--- config.mk ---
export PLATFORM = sky130hd
export DESIGN_NAME = tsl_ctrl
export DESIGN_NICKNAME = d
export VERILOG_FILES = /design/src/rtl/core/texture_subresource_layout_core_defines.svh /design/src/rtl/core/tsl_pkg.sv /design/src/rtl/core/tsl_ctrl.sv
export SDC_FILE = /design/constraint.sdc
export NUM_CORES = 1
export LEC_CHECK = 0
export BUFFER_PORTS_ARGS = -buffer_cell sky130_fd_sc_hd__buf_2
export CORE_AREA = 3 3 40 42
export CTS_BUF_LIST = sky130_fd_sc_hd__clkbuf_2 sky130_fd_sc_hd__clkbuf_4 sky130_fd_sc_hd__clkbuf_8
export DETAILED_ROUTE_END_ITERATION = 16
export DIE_AREA = 0 0 43 45
export PLACE_DENSITY_LB_ADDON = 0.15
export SLEW_MARGIN = 20
export SYNTH_ARGS = -nofsm -noshare
export SYNTH_HDL_FRONTEND = slang
export SYNTH_SLANG_ARGS = --single-unit
--- constraint.sdc ---
create_clock -name clk -period 1.4 [get_ports clk]
set_input_delay 0.28 -clock clk [delete_from_list [all_inputs] [get_ports clk]]
set_output_delay 0.28 -clock clk [all_outputs]
set_load 0.01 [all_outputs]
--- src/rtl/core/texture_subresource_layout_core_defines.svh ---
// assertion macros for the texture subresource layout core
`ifndef TEXTURE_SUBRESOURCE_LAYOUT_CORE_DEFINES_SVH
`define TEXTURE_SUBRESOURCE_LAYOUT_CORE_DEFINES_SVH

`ifndef SYNTHESIS
`define TSL_ASSERT_IMPL(label, clk, rst, ante, cons, msg) \
  label: assert property (@(posedge clk) disable iff (rst) (ante) |-> (cons)) else $error(msg);
`define TSL_ASSERT_NEXT(label, clk, rst, ante, cons, msg) \
  label: assert property (@(posedge clk) disable iff (rst) (ante) |=> (cons)) else $error(msg);
`else
`define TSL_ASSERT_IMPL(label, clk, rst, ante, cons, msg)
`define TSL_ASSERT_NEXT(label, clk, rst, ante, cons, msg)
`endif

`endif

--- src/rtl/core/tsl_pkg.sv ---
// shared types and constants of the texture subresource layout core
`default_nettype none
package tsl_pkg;

  localparam int MAX_LEVELS = 15;
  localparam int LVL_W = (MAX_LEVELS > 1) ? $clog2(MAX_LEVELS) : 1;
  localparam int LCNT_W = $clog2(MAX_LEVELS + 1);

  localparam logic [2:0] CFG_BLOCK_BYTES  = 3'd0;
  localparam logic [2:0] CFG_BLOCK_WIDTH  = 3'd1;
  localparam logic [2:0] CFG_BLOCK_HEIGHT = 3'd2;
  localparam logic [2:0] CFG_BLOCK_DEPTH  = 3'd3;
  localparam logic [2:0] CFG_ALIGN_BYTES  = 3'd4;

  localparam logic [4:0] RST_BLOCK_BYTES  = 5'd4;
  localparam logic [3:0] RST_BLOCK_DIM    = 4'd1;
  localparam logic [8:0] RST_ALIGN_BYTES  = 9'd4;

  typedef enum logic [3:0] {
    ST_IDLE,
    ST_BLK_START,
    ST_BLK_WAIT,
    ST_MUL1,
    ST_MUL2,
    ST_MUL3,
    ST_ALN_START,
    ST_ALN_WAIT,
    ST_ACCUM,
    ST_TOTAL,
    ST_ERROR,
    ST_EMIT
  } state_t;

  typedef struct packed {
    logic load;
    logic blk_start;
    logic mul1;
    logic mul2;
    logic mul3;
    logic aln_start;
    logic accum;
    logic total;
    logic emit;
    logic emit_err;
  } cmd_t;

  typedef struct packed {
    logic blk_done;
    logic aln_done;
    logic lvl_last;
    logic layer_err;
  } sts_t;

endpackage
`default_nettype wire

--- src/rtl/core/tsl_ctrl.sv ---
// controller state machine sequencing the level walk and record output
`default_nettype none
module tsl_ctrl (
  input  wire logic         clk,
  input  wire logic         rst,
  input  wire logic         start,
  input  wire tsl_pkg::sts_t sts,
  output tsl_pkg::cmd_t     cmd,
  output logic              busy
);

  tsl_pkg::state_t state;
  tsl_pkg::state_t state_next;

  always_ff @(posedge clk) begin
    if (rst) begin
      state <= tsl_pkg::ST_IDLE;
    end else begin
      state <= state_next;
    end
  end

  always_comb begin
    state_next = state;
    unique case (state)
      tsl_pkg::ST_IDLE: begin
        if (start) state_next = tsl_pkg::ST_BLK_START;
      end
      tsl_pkg::ST_BLK_START: state_next = tsl_pkg::ST_BLK_WAIT;
      tsl_pkg::ST_BLK_WAIT: begin
        if (sts.blk_done) state_next = tsl_pkg::ST_MUL1;
      end
      tsl_pkg::ST_MUL1: state_next = tsl_pkg::ST_MUL2;
      tsl_pkg::ST_MUL2: state_next = tsl_pkg::ST_MUL3;
      tsl_pkg::ST_MUL3: state_next = tsl_pkg::ST_ALN_START;
      tsl_pkg::ST_ALN_START: state_next = tsl_pkg::ST_ALN_WAIT;
      tsl_pkg::ST_ALN_WAIT: begin
        if (sts.aln_done) state_next = tsl_pkg::ST_ACCUM;
      end
      tsl_pkg::ST_ACCUM: begin
        state_next = sts.lvl_last ? tsl_pkg::ST_TOTAL : tsl_pkg::ST_BLK_START;
      end
      tsl_pkg::ST_TOTAL: begin
        state_next = sts.layer_err ? tsl_pkg::ST_ERROR : tsl_pkg::ST_EMIT;
      end
      tsl_pkg::ST_ERROR: state_next = tsl_pkg::ST_IDLE;
      tsl_pkg::ST_EMIT: begin
        if (sts.lvl_last) state_next = tsl_pkg::ST_IDLE;
      end
      default: state_next = tsl_pkg::ST_IDLE;
    endcase
  end

  always_comb begin
    cmd  = '0;
    busy = 1'b1;
    unique case (state)
      tsl_pkg::ST_IDLE: begin
        busy     = 1'b0;
        cmd.load = start;
      end
      tsl_pkg::ST_BLK_START: cmd.blk_start = 1'b1;
      tsl_pkg::ST_BLK_WAIT:  cmd = '0;
      tsl_pkg::ST_MUL1:      cmd.mul1 = 1'b1;
      tsl_pkg::ST_MUL2:      cmd.mul2 = 1'b1;
      tsl_pkg::ST_MUL3:      cmd.mul3 = 1'b1;
      tsl_pkg::ST_ALN_START: cmd.aln_start = 1'b1;
      tsl_pkg::ST_ALN_WAIT:  cmd = '0;
      tsl_pkg::ST_ACCUM:     cmd.accum = 1'b1;
      tsl_pkg::ST_TOTAL:     cmd.total = 1'b1;
      tsl_pkg::ST_ERROR:     cmd.emit_err = 1'b1;
      tsl_pkg::ST_EMIT:      cmd.emit = 1'b1;
      default:               cmd = '0;
    endcase
  end

endmodule
`default_nettype wire

==> After elaboration in Yosys (flattened, before gate mapping) <==
Index checks and enable logic that the tools add are counted.
{ "op_classes": {"eq_ne": 15, "muxes": 18, "reduce_logical": 2} }
{ "ops": {"columns": ["cell", "count"], "rows": [
  ["$pmux 4 s11", 1],
  ["$mux 4", 5],
  ["$eq 4x3->1 const B", 4],
  ["$eq 4x4->1 const B", 4],
  ["$mux 1", 12],
  ["$eq 4x2->1 const B", 2],
  ["$ne 2x2->1 const B", 4],
  ["$eq 4x1->1 const B", 1],
  ["$logic_not 4->1", 1],
  ["$reduce_and 4->1", 1]
]} }
{ "word_totals": {"reg_bits": 4, "in_bits": 7} }

==> Longest topological paths before layout <==
Gate-level depths: netlist of the first run.
{ "logic_depth": {"depth_word": 3, "mapped_depth": 5, "depth_no_buf": 4} }

==> Worst setup path after synthesis of the first run <==
OpenSTA, ideal clock, no wires.
{ "synth_path": {"path_type": "register to register", "start": "register state[0]", "end": "register state[3]", "setup_time_ns": 0.117, "t_arrival_ns": 1.205, "required_time_ns": 1.283, "path_slack_ns": 0.079, "stages_incl_launch_ff": 5, "n_path_buf": 0, "period_less_slack_ns": 1.321, "cell_sequence": "dfxtp_1 or4_4 a21oi_2 a31oi_1 a22o_1"} }
{ "synth_between": {"elab_chain_len": 3} }
{ "synth_rtl": {"columns": ["element", "line", "rtl"], "rows": [
  ["start: declaration", "tsl_ctrl.sv:12", "tsl_pkg::state_t state;"],
  ["start signal: assignment", "tsl_ctrl.sv:17", "state <= tsl_pkg::ST_IDLE;"],
  ["start signal: assignment", "tsl_ctrl.sv:19", "state <= state_next;"],
  ["$eq 4x2->1, or another cell as far along", "tsl_ctrl.sv:25", "unique case (state)"],
  ["$ne 2x2->1 (no line)", null, null],
  ["$reduce_and 4->1 (no line)", null, null]
]} }
Parallel ways exist; a longest one is shown, timed or not.
A chain may end at the register's enable or synchronous reset.

==> Worst setup path after layout of the first run <==
{ "layout_path": {"start": "register state[3]", "end": "register state[3]"} }
The elaborated chain is that of the path after synthesis.

==> out/qor.yml, run 1 <==
grt_pass1_vias: 373
path_max_fanout: 3
synth_top_area_share_pct: 23.1
layout.cells.non_filler: 92
first_pass_iters: 4
synth_top_family_by_area: "simple AND/OR/NAND/NOR gates"
stdcell_area_um2: 612
yosys.area.top_type: "dfxtp_1"
syn_area_per_cell_um2: 6.67
initial_core_util_pct: 27.0
drt_iter0_markers: 7
muxShareOfSynthArea_pct: 5.78
grt_pass1_wl_um: 1590
gr-total-overflow: 0
drv_slew: 0
io_pins: 18
dp.final_hpwl_um: 730
core_area_um2: 1280
rsz0062_at_grt: "true"
skew_ps: 1.22
synthAdderAreaFrac_pct: 0
cell_internal_pwr_mw: 0.582
sw_frac_of_total_pct: 41.5
finalWorstSetupSlack_ps: -4.85
top_register: "state"
cts-buffers-inserted: 3
ir_drop_mv: 0.799
cts.htree.levels: 1
vias: 440
min_from: "rst"
placed_area_um2: 475
cts_root_buffer: "clkbuf_4"
yosys.area_share.simple_pct: 46.9
antennaDiodeCount: 0
dp_cells: 86
pre_cts_ws_ps: 25.6
synthXorXnorAreaFrac_pct: 0
largest_reg_flops: 4
ys_ff_latch: 4
violations: "negative setup slack"
r2r_slack_ps: -5
worst_slew_pin_slew_ps: 298
reg2regPathDepth: 4
num_rows: 13
power_frac_comb_pct: 66.3
gp_congestion: 0.759
fp.dieH_um: 45
dieArea_um2: 1940
synth_area_um2: 347
worstHoldPathType: "in2reg"
nNetsFinal: 86
status: "finished, violations left"
synth_fp_nets: 59
r2r-end: "state[3]$_SDFFE_PP0P_"
grt_max_degree: 12
yosysSeqAreaShare_pct: 23.1
required_ps: 1520
reg_top3: "state: 4 flops"
start_kind: "flop"
yosysWarnings: 0
gr-usage-all-layers_pct: 10.8
p_total_mw: 0.996
cts_sinks: 4
die_width_um: 43
antenna_found_initial: 0
hold_viol: 0
yosys-top-cells-area: "dfxtp_1 23%, nor2_1 13%, nand2b_1 11%"
finalHoldWorstSlack_ps: 281
clockPowerShare_pct: 14.1
synth_cell_type_count: 21
io_buffers: 17
drive_gt1_share_pct: 62.3
via_per_inst: 4.78
p_sw_mw: 0.413
netlist_instances: 52
end_kind: "flop"
power_density_nw_per_um2: 1630
final_util_pct: 47.6
clockBufferDepth: 2
wl_per_cell_um: 11.0
slew_headroom_pct: 80.1
clkLatencyLatePin_ps: 230
finalSetupViolations: 1
p_seq_share_pct: 19.6
period_needed_ps: 1400
areaGrowthSynthToFinish_pct: 76.5
drc: 0
synth_compound_area_share_pct: 17.3
maxCapViolations: 0
cp.arrival_ps: 1520
tns_ps: -4.85
critPathKind: "reg2reg"
min_path_cells: 2
min_to: "state[2]$_SDFFE_PP0P_"
clkSlewWorstSetupHoldPaths_ps: 40
period_share_pct: 100
reg2reg_from: "state[3]$_SDFFE_PP0P_"
max_freq_ghz: 0.712
cp-startpoint: "state[3]$_SDFFE_PP0P_"
cts_tree: "done"
postCtsHoldBufs: 0
totalWireLength_um: 1010
ant_nets: 0
p_leak_nw: 0.290
[cell usage after synthesis, drive strengths merged]
| library cell | count |
|---|---|
| nor2 | 12 |
| nand2b | 6 |
| nor3 | 5 |
| buf | 4 |
| dfxtp | 4 |
| nand2 | 4 |
| o21ai | 3 |
| a21oi | 2 |
| mux2i | 2 |
| a22o | 1 |
| a31oi | 1 |
| and3 | 1 |
| inv | 1 |
| nand3b | 1 |
| nand4b | 1 |
| o22ai | 1 |
| o32a | 1 |
| or3 | 1 |
| or4 | 1 |
[critical path, cell delays in order, from the launching register on]
cell	delay, ps
dfxtp_2	310
or4_4	530
a21oi_2	140
a31oi_1	80
a22o_1	230
[power by group through the flow]
stage | Combinational, mW | Sequential [mW] | Clock [mW]
after global routing | 0.714 | 0.201 | 0.159
after CTS | 0.583 | 0.190 | 0.151
final | 0.660 | 0.196 | 0.140
after global placement | 0.524 | 0.179 | 0
after detailed placement | 0.517 | 0.179 | 0
after floorplan | 0.350 | 0.169 | 0
[final cells by class]
type / instances / area (um^2)
multi-input combinational: 43 / 308
fill: 132 / 673
tap: 15 / 18.8
timing repair buffer: 26 / 174
clock buffer: 3 / 22.5
inverter: 1 / 3.75
sequential: 4 / 85.1
[per-layer routing]
| metal | part of all wire [%] | up-vias | global-route usage, % |
|---|---|---|---|
| li1 | - | 230 | - |
| met1 | 46 | 197 | 14.0 |
| met2 | 48 | 13 | 16.8 |
| met3 | 6.1 | 0 | 4.78 |
| met4 | 0 | 0 | 1.81 |
| met5 | 0 | - | 0 |
[cell usage in the layout, fill, tap and decap left out, types with 2 or more instances in the layout]
| cell type | count |
|---|---|
| buf_2 | 18 |
| buf_4 | 4 |
| buf_6 | 3 |
| clkbuf_4 | 3 |
| dfxtp_2 | 4 |
| mux2i_1 | 2 |
| nand2_1 | 3 |
| nand2b_1 | 2 |
| nand2b_4 | 4 |
| nor2_1 | 7 |
| nor2_2 | 4 |
| nor3_1 | 2 |
| nor3_2 | 3 |
| o21ai_0 | 2 |
[how the worst max path moves through the flow]
stage                            endpoint  slack (ps)  cells past startpoint
floorplan           state[3]$_SDFFE_PP0P_          80                      4
global placement    state[3]$_SDFFE_PP0P_          20                      4
detailed placement  state[3]$_SDFFE_PP0P_          30                      4
global route                       cmd[3]         -40                      4
finish              state[3]$_SDFFE_PP0P_          -5                      4
CTS                                cmd[8]          -1                      4
[logic make-up (layout without fill, tap and decap cells)]
| logic type | count (synthesis) | in the layout |
|---|---|---|
| DFF | 4 | 4 |
| and+or+nand+nor | 32 | 32 |
| buffers and inverters | 5 | 30 |
| AOI/OAI and AO/OA | 9 | 9 |
| muxes | 2 | 2 |
[timing repair]
action	4_1_cts	5_1_grt
pin swaps	0	1
resized for setup	11	10
setup buffers	0	2
setup endpoints to repair	8	11
gates cloned	0	1
No activity file was read; power rests on OpenSTA's default activity.
==> run 2, diff against run 1 <==
CELL_PAD_IN_SITES_DETAIL_PLACEMENT = 0   (was default)
CELL_PAD_IN_SITES_GLOBAL_PLACEMENT = 1   (was default)
==> run 2 against run 1 <==
Net effect:
- the flow still finishes with violations (negative setup slack)
- non-clock buffer count up 3
- first-iteration DRC count decreased by 86%
- global-route usage grew 2.1 points
- critical path depth did not move
- flip-flop and latch count did not move
- register-to-register slack hardly changed
- final cell count is 3.3% higher
- core utilization is 3.5 points higher
- clock power about the same
- wire length up 12%
- highest routed layer unchanged
- sequential power about the same
- die area is the same
==> out/qor.yml, run 2 (synthesized netlist as in run 1, its figures left out) <==
layout.cells.non_filler: 95  # +3.3%
grt_pass1_vias: 433  # +16%
via_per_inst: 4.93  # +3.0%
max_freq_ghz: 0.713  # +0.14%
totalWireLength_um: 1130  # +12%
maxCapViolations: 0  # unchanged
n_fill_cell: 143  # +8.3%
grt_pass1_wl_um: 1840  # +16%
drc: 0  # unchanged
status: "finished, violations left"
vias: 468  # +6.4%
register_area_um2: 87.6  # +2.9%
final_cell_mix: "17 x buf_2, 10 x nor2_1, 6 x buf_4, 5 x buf_6"
first_pass_iters: 2  # -2
io_buffers: 17  # unchanged
antennaDiodeCount: 0  # unchanged
multi_input_area_um2: 318  # +3.3%
skew_ps: 2.18  # +0.965 ps
finalSetupViolations: 1  # unchanged
clkLatencyLatePin_ps: 240  # about the same
drv_slew: 0  # unchanged
grt_max_degree: 8  # -4
placed_area_um2: 475  # unchanged
largest_reg_flops: 4  # unchanged
drt_iter0_markers: 1  # -6
gr-usage-all-layers_pct: 12.9  # +2.1 points
cts_sinks: 4  # unchanged
top_register: "state"
dp_cells: 86  # unchanged
core_area_um2: 1280  # unchanged
io_pins: 18  # unchanged
finalWorstSetupSlack_ps: -2.90  # +1.95 ps
path_max_fanout: 7  # +4
clkSlewWorstSetupHoldPaths_ps: 40  # about the same
final_common_cell: "buf_2"
gp_congestion: 0.687  # -9.5%
worst_slew_pin_slew_ps: 220  # -77.4 ps
dieArea_um2: 1940  # unchanged
antenna_found_initial: 0  # unchanged
gr-total-overflow: 0  # unchanged
worstHoldPathType: "in2reg"
rsz0062_at_grt: "true"
start_kind: "flop"
num_rows: 13  # unchanged
ir_drop_mv: 1.07  # +34%
cts_root_buffer: "clkbuf_4"
p_leak_nw: 0.312  # +7.5%
wl_per_cell_um: 11.9  # +8.7%
critPathKind: "reg2out"
violations: "negative setup slack"
hold_viol: 0  # unchanged
period_share_pct: 100  # -0.14 points
nNetsFinal: 89  # +3.5%
end_kind: "output port"
power_density_nw_per_um2: 1690  # +3.9%
clockBufferDepth: 2  # unchanged
stdcell_area_um2: 657  # +7.4%
required_ps: 1120  # -400 ps
die_width_um: 43  # unchanged
reg_top3: "state: 4 flops"
cp.arrival_ps: 1120  # -400 ps
cts_tree: "done"
pre_cts_ws_ps: 10.4  # -15.3 ps
initial_core_util_pct: 27.0  # unchanged
dp.final_hpwl_um: 787  # +7.8%
r2r_slack_ps: 10  # about the same
slew_headroom_pct: 85.3  # +5.2 points
ant_nets: 0  # unchanged
cts.htree.levels: 1  # unchanged
fp.dieH_um: 45  # unchanged
period_needed_ps: 1400  # -1.95 ps
areaGrowthSynthToFinish_pct: 89.5
drive_gt1_share_pct: 61.3  # -1.1 points
cts-buffers-inserted: 3  # unchanged
[run 2: through the flow]
stage	util (%)	power, mW	hold slack [ps]	setup TNS [ps]
global placement	37.0	0.715	543	0
floorplan	-	0.519	357	0
detailed placement	37.0	0.716	526	0
CTS	48.7	1.07	264	-12.3
finish	51.1	1.11	271	-2.90
global route	51.1	1.21	278	-272
[run 2: layout make-up]
cell class | count | area share (%)
Multi-Input combinational cell | 43 | 48.4
Timing Repair Buffer | 29 | 31.4
Sequential cell | 4 | 13.3
Clock buffer | 3 | 3.43
Tap cell | 15 | 2.86
Inverter | 1 | 0.571
[run 2: routing by layer]
layer / share of wire [%] / track usage [%]
met5: 0 / 0
met4: 0 / 3.61
met3: 7.1 / 5.98
met2: 47 / 21.3
met1: 45 / 15.1
[run 2: worst paths after layout]
kind | start | to | depth (start not counted)
setup / recovery | state[3]$_SDFFE_PP0P_ | cmd[3] | 4
setup reg to reg | state[3]$_SDFFE_PP0P_ | state[3]$_SDFFE_PP0P_ | 4
hold / removal | rst | state[2]$_SDFFE_PP0P_ | 2
hold reg to reg | state[3]$_SDFFE_PP0P_ | state[2]$_SDFFE_PP0P_ | 3
[run 2: timing repair]
item	CTS	global route
hold buffers	0	0
setup endpoints to repair	9	11
gates resized for setup	18	7
pin swaps	1	4
setup buffers	6	0
[run 2: report_power, final]
part	switching, mW	leakage (nW)	internal (mW)	total, mW
clock network	0.0475	0.0138	0.0959	0.143
logic	0.378	0.264	0.395	0.773
registers	0.0352	0.0346	0.159	0.194
[run 2: critical path, cell delays in order (launching register included)]
cell and delay (ps):
dfxtp_2 320, buf_6 130, nand2b_4 80, nor3_4 190, buf_2 150
==> run 3, diff against run 2 <==
TNS_END_PERCENT = 1   (was default)
==> run 3 against run 2 <==
Net effect:
- the flow still finishes with violations (negative setup slack)
- clock skew increased by 0.88 ps
- critical path depth unchanged
- clock power about the same
- clock-buffer cell count unchanged
- core utilization decreased by 1.2 points
- critical path type is now reg2reg
- largest power group unchanged
==> out/qor.yml, run 3 (synthesized netlist as in run 1, its figures left out) <==
die_width_um: 43  # unchanged
max_freq_ghz: 0.710  # -0.33%
period_needed_ps: 1410  # +4.68 ps
dp.final_hpwl_um: 787  # unchanged
cp-startpoint: "state[3]$_SDFFE_PP0P_"
p_seq_share_pct: 19.0  # +1.5 points
first_pass_iters: 2  # unchanged
drive_gt1_share_pct: 60.0  # -1.3 points
reg2regPathDepth: 4  # unchanged
layout.cells.non_filler: 95  # unchanged
p_leak_nw: 0.307  # -1.5%
cts_sinks: 4  # unchanged
path_max_fanout: 3  # -4
dp_cells: 86  # unchanged
antennaDiodeCount: 0  # unchanged
min_path_cells: 2  # unchanged
reg2reg_from: "state[3]$_SDFFE_PP0P_"
power_frac_comb_pct: 67.3  # -2.3 points
critPathKind: "reg2reg"
maxCapViolations: 0  # unchanged
placed_area_um2: 475  # unchanged
grt_pass1_vias: 400  # -7.6%
gr-total-overflow: 0  # unchanged
vias: 463  # -1.1%
end_kind: "flop"
critical_path.top_delay_family: "simple AND/OR/NAND/NOR gates"
io_buffers: 17  # unchanged
ir_drop_mv: 1.08  # +0.89%
hold_viol: 0  # unchanged
sw_frac_of_total_pct: 42.6  # +1.1 points
antenna_found_initial: 0  # unchanged
worst_slew_pin_slew_ps: 220  # -0.230 ps
areaGrowthSynthToFinish_pct: 85.2
clkLatencyLatePin_ps: 240  # about the same
fp.dieH_um: 45  # unchanged
cts_root_buffer: "clkbuf_4"
required_ps: 1530  # +410 ps
rsz0062_at_grt: "true"
clkSlewWorstSetupHoldPaths_ps: 40  # about the same
cp.arrival_ps: 1540  # +420 ps
initial_core_util_pct: 27.0  # unchanged
drc: 0  # unchanged
min_to: "state[2]$_SDFFE_PP0P_"
period_share_pct: 101  # +0.33 points
clockPowerShare_pct: 13.7  # +0.8 points
dieArea_um2: 1940  # unchanged
worstHoldPathType: "in2reg"
largest_reg_flops: 4  # unchanged
power_density_nw_per_um2: 1660  # -2.0%
crit_buf_inv: 0  # -2
cts_tree: "done"
stdcell_area_um2: 642  # -2.3%
final_common_cell: "buf_2"
r2r_slack_ps: -8  # -20 ps
io_pins: 18  # unchanged
cell_internal_pwr_mw: 0.610  # -6.0%
slew_headroom_pct: 85.3  # about the same
start_kind: "flop"
finalWorstSetupSlack_ps: -7.58  # -4.68 ps
skew_ps: 3.06  # +0.876 ps
via_per_inst: 4.87  # -1.1%
reg_top3: "state: 4 flops"
grt_max_degree: 12  # +4
wl_per_cell_um: 12.2  # +2.6%
finalSetupViolations: 2  # +1
num_rows: 13  # unchanged
core_area_um2: 1280  # unchanged
min_from: "rst"
ant_nets: 0  # unchanged
final_cell_mix: "18 x buf_2, 10 x nor2_1, 6 x buf_6, 5 x buf_4"
drt_iter0_markers: 1  # unchanged
totalWireLength_um: 1160  # +2.6%
violations: "negative setup slack"
top_register: "state"
drv_slew: 0  # unchanged
nNetsFinal: 89  # unchanged
gr-usage-all-layers_pct: 11.9  # -1.0 points
r2r-end: "state[3]$_SDFFE_PP0P_"
gp_congestion: 0.687  # unchanged
cts.htree.levels: 1  # unchanged
path_cells: "or4_4 -> a21oi_2 -> a31oi_2 -> a22o_1"
grt_pass1_wl_um: 1720  # -6.7%
cp_slowest_cell: "or4_4"
p_sw_mw: 0.453  # -1.6%
clockBufferDepth: 2  # unchanged
cts-buffers-inserted: 3  # unchanged
cpPeakStageDelay_ps: 530  # +210 ps
status: "finished, violations left"
postCtsHoldBufs: 0  # unchanged
==> run 3: timing repair <==
item,in CTS,in global routing
resized for setup,15,10
buffers inserted,0,5
pin swaps,0,4
cloned,0,1
setup endpoints to repair,9,12
==> run 3: metal layers <==
metal	part of all wire, %	wire (um)	GRT usage (%)	vias up
li1	-	-	-	238
met1	43	499	14.4	211
met2	49	567	18.6	14
met3	8.3	96	5.98	0
met4	0	0	3.61	0
met5	0	0	0	-
==> run 3: worst max-delay path by stage <==
| stage | end | slack (ps) | depth (start not counted) |
|---|---|---|---|
| 5_1_grt | state[3]$_SDFFE_PP0P_ | -60 | 4 |
| 2_1_floorplan | state[3]$_SDFFE_PP0P_ | 80 | 4 |
| 3_3_place_gp | state[3]$_SDFFE_PP0P_ | 20 | 4 |
| 4_1_cts | cmd[9] | -20 | 4 |
| 3_5_place_dp | state[3]$_SDFFE_PP0P_ | 10 | 4 |
| 6_report | state[3]$_SDFFE_PP0P_ | -8 | 4 |
==> run 3: worst register-to-register path, stage by stage (launching register included) <==
cell and delay (ps):
dfxtp_1 310, or4_4 530, a21oi_2 170, a31oi_2 70, a22o_1 220
==> run 3: final cells by class <==
class,count,area [um^2]
Inverter,1,3.75
Sequential cell,4,86.3
Timing Repair Buffer,29,195
Tap cell,15,18.8
Multi-Input combinational cell,43,315
Fill cell,145,643
Clock buffer,3,22.5
==> run 3: power by group through the flow <==
stage	Clock [mW]	Sequential (mW)	Combinational [mW]
final	0.146	0.202	0.716
after global routing	0.167	0.206	0.791
after CTS	0.152	0.192	0.623
after detailed placement	0	0.180	0.536
after global placement	0	0.178	0.537
after floorplan	0	0.169	0.350
==> run 3: stage by stage <==
step | total power, mW | TNS (ps) | worst slack [ps] | hold slack (ps) | utilization [%]
final | 1.06 | -9.86 | -7.58 | 270 | 50.0
after floorplan | 0.519 | 0 | 78.6 | 357 | -
after global routing | 1.16 | -337 | -60.0 | 278 | 50.0
after CTS | 0.967 | -38.9 | -17.4 | 267 | 43.3
after global placement | 0.715 | 0 | 17.9 | 543 | 37.0
after detailed placement | 0.716 | 0 | 10.4 | 526 | 37.0
